$ cat config.mk
export PLATFORM = sky130hd
export DESIGN_NAME = idru_queue
export DESIGN_NICKNAME = d
export VERILOG_FILES = /design/src/hdl/integer_divide_remainder_unit_macros.svh /design/src/hdl/idru_pkg.sv /design/src/hdl/idru_queue.sv
export SDC_FILE = /design/constraint.sdc
export NUM_CORES = 1
export LEC_CHECK = 0
export ABC_CLOCK_PERIOD_IN_PS = 3500
export BUFFER_PORTS_ARGS = -buffer_cell sky130_fd_sc_hd__buf_2
export CAP_MARGIN = 5
export CORE_MARGIN = 2
export CORE_UTILIZATION = 49
export CTS_CLUSTER_SIZE = 40
export DETAILED_ROUTE_END_ITERATION = 16
export PLACE_DENSITY_LB_ADDON = 0.25
export SLEW_MARGIN = 15
export SYNTH_ARGS = -nofsm -noshare
export SYNTH_HDL_FRONTEND = slang
export SYNTH_SLANG_ARGS = --single-unit
$ cat constraint.sdc
create_clock -name clk -period 3.5 [get_ports clk]
set_clock_uncertainty 0.1 [all_clocks]
set_input_delay 0.175 -clock clk [delete_from_list [all_inputs] [get_ports clk]]
set_output_delay 0.175 -clock clk [all_outputs]
set_load 0.02 [all_outputs]
$ cat src/hdl/integer_divide_remainder_unit_macros.svh
// ----------------------------------------------------------------------------
// Integer divide / remainder unit: assertion macros
// Shared concurrent assertion forms, clocked on clk, quiet in reset.
// ----------------------------------------------------------------------------
`ifndef INTEGER_DIVIDE_REMAINDER_UNIT_MACROS_SVH
`define INTEGER_DIVIDE_REMAINDER_UNIT_MACROS_SVH

// same-cycle implication
`define IDRU_ASSERT_NOW(label, ante, cons, msg) \
	label: assert property (@(posedge clk) disable iff (!arst_n) (ante) |-> (cons)) \
		else $error(msg);

// next-cycle implication
`define IDRU_ASSERT_NEXT(label, ante, cons, msg) \
	label: assert property (@(posedge clk) disable iff (!arst_n) (ante) |=> (cons)) \
		else $error(msg);

`endif

$ cat src/hdl/idru_pkg.sv
// ----------------------------------------------------------------------------
// idru_pkg
// Types, codes and helpers shared by the divide / remainder unit.
// ----------------------------------------------------------------------------
package idru_pkg;

	localparam int XLEN       = 64;
	localparam int WLEN       = 32;
	localparam int FIFO_DEPTH = 4;

	// operation codes
	localparam logic [1:0] CMD_DIV  = 2'd0;
	localparam logic [1:0] CMD_DIVU = 2'd1;
	localparam logic [1:0] CMD_REM  = 2'd2;
	localparam logic [1:0] CMD_REMU = 2'd3;

	// result fixup controls
	typedef struct packed {
		logic want_rem;
		logic word;
		logic neg_q;
		logic neg_r;
	} idru_ctl_t;

	// one queued operation: magnitudes plus fixup controls
	typedef struct packed {
		logic [XLEN-1:0] ma;
		logic [XLEN-1:0] mb;
		idru_ctl_t       ctl;
	} idru_op_t;

	typedef struct packed {
		logic [XLEN-1:0] rem;
		logic [XLEN-1:0] quo;
	} idru_part_t;

	// one restoring division step: shift in next dividend bit, trial subtract
	function automatic idru_part_t div_step(idru_part_t p, logic [XLEN-1:0] d);
		logic [XLEN:0]   sh;
		logic [XLEN+1:0] diff;
		logic            ge;
		idru_part_t      n;
		sh   = {p.rem, p.quo[XLEN-1]};
		diff = {1'b0, sh} - {2'b00, d};
		ge   = ~diff[XLEN+1];
		n.rem = ge ? diff[XLEN-1:0] : sh[XLEN-1:0];
		n.quo = {p.quo[XLEN-2:0], ge};
		return n;
	endfunction

	function automatic logic [XLEN-1:0] sext_word(logic [XLEN-1:0] v);
		return {{(XLEN-WLEN){v[WLEN-1]}}, v[WLEN-1:0]};
	endfunction

endpackage

$ cat src/hdl/idru_queue.sv
// ----------------------------------------------------------------------------
// idru_queue
// Short queue between the front and the divide pipeline.
// ----------------------------------------------------------------------------
module idru_queue #(
	parameter int DEPTH = idru_pkg::FIFO_DEPTH
) (
	input  logic                       clk,
	input  logic                       arst_n,
	input  logic                       wr_valid,
	output logic                       wr_ready,
	input  idru_pkg::idru_op_t         wr_data,
	output logic                       rd_valid,
	input  logic                       rd_ready,
	output idru_pkg::idru_op_t         rd_data,
	output logic [$clog2(DEPTH+1)-1:0] count
);
	import idru_pkg::*;

	localparam int PW = (DEPTH > 1) ? $clog2(DEPTH) : 1;
	localparam int CW = $clog2(DEPTH+1);

	idru_op_t        mem [DEPTH];
	logic [PW-1:0]   wr_ptr_q, rd_ptr_q;
	logic [CW-1:0]   count_q;
	logic            push, pop;

	assign wr_ready = (count_q != CW'(DEPTH));
	assign rd_valid = (count_q != '0);
	assign push     = wr_valid & wr_ready;
	assign pop      = rd_valid & rd_ready;
	assign rd_data  = mem[rd_ptr_q];
	assign count    = count_q;

	// storage
	always_ff @(posedge clk) begin
		if (push) begin
			mem[wr_ptr_q] <= wr_data;
		end
	end

	// pointers and fill count
	always_ff @(posedge clk or negedge arst_n) begin
		if (!arst_n) begin
			wr_ptr_q <= '0;
			rd_ptr_q <= '0;
			count_q  <= '0;
		end else begin
			if (push) begin
				wr_ptr_q <= (wr_ptr_q == PW'(DEPTH-1)) ? '0 : wr_ptr_q + 1'b1;
			end
			if (pop) begin
				rd_ptr_q <= (rd_ptr_q == PW'(DEPTH-1)) ? '0 : rd_ptr_q + 1'b1;
			end
			if (push && !pop) begin
				count_q <= count_q + 1'b1;
			end else if (pop && !push) begin
				count_q <= count_q - 1'b1;
			end
		end
	end

endmodule

### Word level (Yosys, flattened, before mapping)

Memory sizes are Yosys's and may differ from the RTL's.
Index checks and enable logic that the tools add are counted.

* flip-flop bits (word level): 7
* bits in writable memories: 528
* bits of input ports: 136
* logic and storage cells: 25
* memories: 1

* add/subtract/negate cells: 4
* equality and inequality tests: 3
* multiplexer cells: 6
* bitwise logic cells: 2
* reduce and logical (&&, ||, !) cells: 6

Memories
* mem: words 4, width 132, read ports 1, clocked after Yosys merged registers in 0, write ports 1, line idru_queue.sv:23 `idru_op_t mem [DEPTH];`

Operators by type and width (count)
* $mux W3: 2
* $add A2 B1 Y2 const B: 2
* $eq A2 B2 Y1 const B: 2
* $mux W2: 2
* $add A3 B1 Y3 const B: 1
* $ne A3 B3 Y1 const B: 1
* $reduce_bool A3 Y1: 1
* $sub A3 B1 Y3 const B: 1
* $and A1 B1 Y1: 2
* $logic_and A1 B1 Y1: 2
* $logic_not A1 Y1: 2
* $mux W1: 2
* $reduce_bool A2 Y1: 1

### Depth between registers and ports, before layout

Gate-level depths: netlist of the first run.

* depth after elaboration: 6
* gate-level depth with buffers: 8
* depth with buffers taken out: 8

### Worst setup path after synthesis of the first run

Ideal clock, no wire load.

* path kind: reg-to-reg
* start point: reg count_q[2] (netlist: count[2])
* end point: mem mem[0][0] in the netlist's numbering (enable)
* data arrival time: 2462 ps
* slack: 505 ps
* cell stages (with the launch flop): 3
* buffers on the path: 0
* cells stage by stage: dfrtp_1 > or3b_4 > and3_2

* word-level cells in the longest chain between the ends: 4

RTL lines
* from (decl): line idru_queue.sv:25 `logic [CW-1:0] count_q;`
* from (signal assigned): line idru_queue.sv:56 `count_q <= count_q + 1'b1;`
* from (signal assigned): line idru_queue.sv:58 `count_q <= count_q - 1'b1;`
* $ne A3 B3 Y1: line idru_queue.sv:28 `assign wr_ready = (count_q != CW'(DEPTH));`
* net wr_ready: line idru_queue.sv:11 `output logic wr_ready,`
* $and A1 B1 Y1: line idru_queue.sv:30 `assign push = wr_valid & wr_ready;`
* $mux W1: line idru_queue.sv:37 `if (push) begin`
* $mux W1 (implied by the code): line idru_queue.sv:38 `mem[wr_ptr_q] <= wr_data;`
* to (decl): line idru_queue.sv:23

The timed path passes the listed nets, and every way through them passes these cells.

==> impl_metrics.yaml, run 1 <==
place:
  portBuffers: 272
  place.gp.congestion: 0.7257
  hpwlAfterDp_mm: 22.55
  place_area_um2: 21700
clocking:
  cts_resized: 0
  clockBufferDepth: 3
  path_clk_slew_ns: 0.06
  cts_buffers: 54
  tritoncts: "built"
  clock_tree.htree_level_count: 2
  cts_root_buf: "clkbuf_16"
  clkSinkCount: 535
  clk_latency_ns: 0.59
yosys:
  synth_edf_count: 528
  avgSynthCellArea_um2: 26.82
  synthesis.area_um2: 19470
  synth_warnings: 0
  seq_area_frac_synth: 0.8234
  yosys.area.top_type_share: 0.8144
  syn_nets: 869
  async_flop_share: 0.01308
  ys.flop_type: "edfxtp_1"
  ys_ff_latch: 535
  syn-instance-count: 726
  ys_types: 20
  synth.area.top_cells: "edfxtp_1 (81%), mux4_2 (15%), dfrtp_1 (0.90%)"
  synth_top_area_cell: "edfxtp_1"
worst_setup_path:
  worst_path_max_delay_cell: "dfrtp_4"
  crit_arrival_ns: 2.57
  critical_path_class: "flop to primary output"
  critPathCaptureType: "primary output"
  crit_chain: "buf_12 > mux4_2 > buf_2"
  worstPathRequired_ns: 3.22
  path_max_fanout: 31
  rr_worst_depth: 8
  crit_path_start_kind: "flop"
  cp_slowest_stage_delay_ns: 0.87
run_status:
  status: "complete, no violations"
sta:
  worst_pin_slew_ns: 0.7078
  max_freq_ghz: 0.3519
  final-setup-viol-count: 0
  drv_slew: 0
  tns_ns: 0
  relSlewSlack: 0.5281
  period_share: 0.8120
  rsz0062_at_grt: "no"
  hold_viol: 0
  period_needed_ns: 2.842
  holdWs_ns: 0.2321
drt:
  viasPerCell: 5.241
  drt_iter0_markers: 488
  routed_wl_mm: 37.86
  dr_total_vias: 9198
  ant_nets: 0
  dr.pass1.iters: 4
  wl_per_cell_um: 21.57
  drc: 0
global_routing:
  overflow: 0
  antenna_found_initial: 1
  grt_pass1_vias: 9982
  grt_pass1_wl_mm: 58.10
  grt_start_max_net_pins: 75
  groute.usage.overall: 0.1876
layout:
  mostFrequentLayoutCells: "edfxtp_1 (528), buf_2 (272), dlygate4sd3_1 (136)"
  areaGrowthSynthToFinish_pct: 27.08
  final_area_um2: 24740
  fin_nets: 1328
  final_common_cell: "edfxtp_1"
  drive_gt1_frac: 0.4190
power_and_ir_drop:
  power_density_nw_per_um2: 850.7
  ir_worst_vdd_uv: 642.6
  p_leak_nw: 8.531
floorplan:
  coreArea_um2: 39460
  fp.dieH_um: 203.3
  rows: 73
  die_w_um: 203.3
  initial_core_util: 0.4934
  die_area_um2: 41340
  pin_count: 273
min_path:
  hold_depth: 2
  hp-class: "primary input to flop"
job:
  max-cap-violations: 0
==> layout make-up <==
type,instances,area [um^2]
antenna,1,2.502
clock buffer,66,1418
clock inverter,34,259.0
fill,2708,14720
inverter,3,11.26
multi-input combinational,158,3246
sequential,535,16040
tap,525,656.9
timing repair buffer,433,3110
==> registers in the layout (all words and copies together) (netlist names) <==
signal	cells
count	3
mem	528
rd_ptr_q	2
wr_ptr_q	2
==> per-stage QoR <==
stage / setup slack [ns] / cells / total power (W) / util
2_1_floorplan: 0.5049 / 726 / 0.01345 / -
3_3_place_gp: 1.242 / 1518 / 0.01572 / 0.5500
3_5_place_dp: 1.206 / 1518 / 0.01581 / 0.5500
4_1_cts: 0.5345 / 1754 / 0.02137 / 0.6270
5_1_grt: 0.4825 / 1754 / 0.02198 / 0.6270
6_report: 0.6580 / 1755 / 0.02105 / 0.6270
==> worst max-delay path, delay by kind of cell (launching register included) <==
family / cells / cell delay, ns
multiplexers: 1 / 0.57
flip-flops: 1 / 0.87
buffers and inverters: 2 / 0.51
==> cells in the mapped netlist (2+ instances only) <==
cell      count
clkbuf_1      5
mux4_2      132
buf_6         8
mux2_4        2
mux2_2        3
and3_2        4
edfxtp_1    528
xor2_1        2
inv_1         3
ha_1          6
buf_2        16
dfrtp_1       7
nor2_1        3
==> what timing repair did <==
| item | CTS | global route |
|---|---|---|
| setup endpoints to repair | 0 | 0 |
| hold endpoints to repair | 540 | 0 |
| hold buffers | 136 | 0 |
| buffers inserted | 0 | 0 |
==> cell families after synthesis <==
| logic type | after synthesis | synth area share |
|---|---|---|
| xor gates and xnor gates | 3 | 0.001350 |
| adders and majority gates | 7 | 0.004884 |
| buffers and inverters | 33 | 0.01067 |
| DFF | 535 | 0.8234 |
| muxes | 137 | 0.1560 |
| and+or+nand+nor | 11 | 0.003728 |
==> layer usage <==
metal	GRT usage	vias to the layer above	wire, um
li1	-	4070	-
met4	0.05683	0	950
met5	0	-	0
met3	0.04634	68	2202
met2	0.3134	253	19250
met1	0.2463	4807	15450
==> power by group <==
group          total, W  internal [W]  switching, W
Combinational   0.00680       0.00285       0.00395
Clock           0.00540       0.00316       0.00225
Sequential      0.00884       0.00845      0.000388
Total            0.0210        0.0145       0.00659
==> worst paths after layout <==
path,slack [ns],end,start
setup reg to reg,1.20,count[2]$_DFFE_PN0P_,count[1]$_DFFE_PN0P_
setup / recovery,0.66,rd_data[54],rd_ptr_q[0]$_DFFE_PN0P_
hold reg to reg,0.43,count[2]$_DFFE_PN0P_,count[2]$_DFFE_PN0P_
hold / removal,0.23,mem[2][106]$_DFFE_PP_,wr_data[106]
min in group asynchronous,0.48,rd_ptr_q[1]$_DFFE_PN0P_,arst_n
max in group asynchronous,2.51,rd_ptr_q[0]$_DFFE_PN0P_,arst_n
No activity file was read; power rests on OpenSTA's default activity.
==> run 2, diff against run 1 <==
--- a/config.mk
+++ b/config.mk
@@ -5,7 +5,7 @@
 export SDC_FILE = /design/constraint.sdc
 export NUM_CORES = 1
 export LEC_CHECK = 0
-export ABC_CLOCK_PERIOD_IN_PS = 3500
+export ABC_CLOCK_PERIOD_IN_PS = 2390
 export BUFFER_PORTS_ARGS = -buffer_cell sky130_fd_sc_hd__buf_2
 export CAP_MARGIN = 5
 export CORE_MARGIN = 2
==> constraint.sdc (replaced) <==
create_clock -name clk -period 2.39 [get_ports clk]
set_clock_uncertainty 0.1 [all_clocks]
set_input_delay 0.1195 -clock clk [delete_from_list [all_inputs] [get_ports clk]]
set_output_delay 0.1195 -clock clk [all_outputs]
set_load 0.02 [all_outputs]
==> run 2 against run 1 <==
Clock-buffer cell count up 3. Flip-flop and latch count is the same. Combinational power grew 57%. Final area is 0.64% higher. Via count up 1.4%.
==> impl_metrics.yaml, run 2 (synthesis gave the netlist of run 1 again) <==
run_status:
  status: "complete, no violations"
worst_setup_path:
  rr_worst_depth: 8
  regToRegSetupSlack_ns: 0.12
  crit_arrival_ns: 2.16
  r2r_end: "count[2]$_DFFE_PN0P_"
  path_max_fanout: 9
  critPathCaptureType: "primary output"
  crit_path_start_kind: "flop"
  worstPathRequired_ns: 2.17
  r2r-start: "count[1]$_DFFE_PN0P_"
  critical_path_class: "flop to primary output"
clocking:
  clkSinkCount: 535
  cts_buffers: 52
  cts_root_buf: "clkbuf_16"
  path_clk_slew_ns: 0.06
  clk_latency_ns: 0.57
  clockBufferDepth: 3
  tritoncts: "built"
  clock_tree.htree_level_count: 2
drt:
  ant_nets: 0
  wl_per_cell_um: 21.66
  drc: 0
  dr_total_vias: 9323
  routed_wl_mm: 38.21
  dr.pass1.iters: 6
  drt_iter0_markers: 533
  viasPerCell: 5.285
sta:
  final-setup-viol-count: 0
  drv_slew: 0
  hold_viol: 0
  period_share: 0.9977
  rsz0062_at_grt: "yes"
  period_needed_ns: 2.384
  tns_ns: 0
  worst_pin_slew_ns: 0.4889
  relSlewSlack: 0.6741
  max_freq_ghz: 0.4194
global_routing:
  antenna_found_initial: 0
  grt_start_max_net_pins: 68
  overflow: 0
  grt_pass1_vias: 10010
  grt_pass1_wl_mm: 57.40
  groute.usage.overall: 0.1855
layout:
  mostFrequentLayoutCells: "edfxtp_1 (528), buf_2 (257), dlygate4sd3_1 (136)"
  fin_nets: 1343
  finish.utilization: 0.6310
  final_common_cell: "edfxtp_1"
  top_register: "mem"
  drive_gt1_frac: 0.4270
  antenna_cells: 0
  largest_register_ffs: 528
  areaGrowthSynthToFinish_pct: 27.89
power_and_ir_drop:
  p_leak_nw: 8.595
  ir_worst_vdd_uv: 863.8
  power_density_nw_per_um2: 1242
min_path:
  hold_path_end: "mem[2][60]$_DFFE_PP_"
  hold_path.startpoint: "wr_data[60]"
  hp-class: "primary input to flop"
  hold_depth: 2
floorplan:
  initial_core_util: 0.4934
  rows: 73
  fp.dieH_um: 203.3
  die_w_um: 203.3
  die_area_um2: 41340
  coreArea_um2: 39460
  pin_count: 273
place:
  portBuffers: 272
  place.gp.congestion: 0.7261
  hpwlAfterDp_mm: 22.68
job:
  max-cap-violations: 0
==> run 2: worst max-delay path, cell delays in order (launching register included) <==
cell and delay, ns:
dfrtp_4 0.53, buf_12 0.18, buf_12 0.15, mux4_2 0.52, buf_2 0.19
==> run 2: power breakdown <==
group / internal, W / switching (W) / leakage [nW] / total [W]
registers: 0.0124 / 0.000497 / 4.91 / 0.0129
clock network: 0.00412 / 0.00323 / 0.744 / 0.00735
logic: 0.00467 / 0.00604 / 2.94 / 0.0107
==> run 2: per-stage QoR <==
stage	cell area (um^2)	setup WS, ns	hold slack, ns	instances	total power, W
finish	24900	0.005573	0.1881	1764	0.03093
global route	24900	-0.07737	0.1681	1764	0.03230
CTS	24830	-0.05669	0.1428	1762	0.03121
detailed placement	21820	0.1559	-0.1304	1529	0.02334
global placement	21820	0.1713	-0.1350	1529	0.02321
floorplan	19470	-0.6051	-0.2761	726	0.01969
==> run 2: area by class of cell <==
type | instances | area, um^2
well taps | 525 | 656.9
multi-input cells | 158 | 3248
repair buffers | 450 | 3413
inverters | 3 | 11.26
fillers | 2728 | 14560
clock buffers | 69 | 1408
clock inverters | 24 | 121.4
flip-flops and latches | 535 | 16040
==> run 2: worst max path at each step <==
stage | from | slack (ns) | endpoint | depth (start not counted)
floorplan | count[2]$_DFFE_PN0P_ | -0.61 | mem[0][0]$_DFFE_PP_ | 2
global placement | count[1]$_DFFE_PN0P_ | 0.17 | count[1]$_DFFE_PN0P_ | 6
detailed placement | count[1]$_DFFE_PN0P_ | 0.16 | count[1]$_DFFE_PN0P_ | 6
CTS | rd_ptr_q[0]$_DFFE_PN0P_ | -0.06 | rd_data[33] | 3
global route | rd_ptr_q[0]$_DFFE_PN0P_ | -0.08 | rd_data[63] | 4
finish | rd_ptr_q[0]$_DFFE_PN0P_ | 0.006 | rd_data[80] | 4
==> run 2: what timing repair did <==
action / CTS / global route
setup buffers: 4 / 1
hold buffers: 136 / 0
gates resized for setup: 25 / 12
setup endpoints to repair: 125 / 58
gates cloned: 0 / 1
endpoints found under the hold margin: 541 / 0
==> run 2: routing by layer <==
metal,vias up,track usage,wire length [um]
li1,4108,-,-
met1,4894,0.2433,15810
met2,263,0.3101,19420
met3,58,0.04091,2067
met4,0,0.06517,910
met5,-,0,0
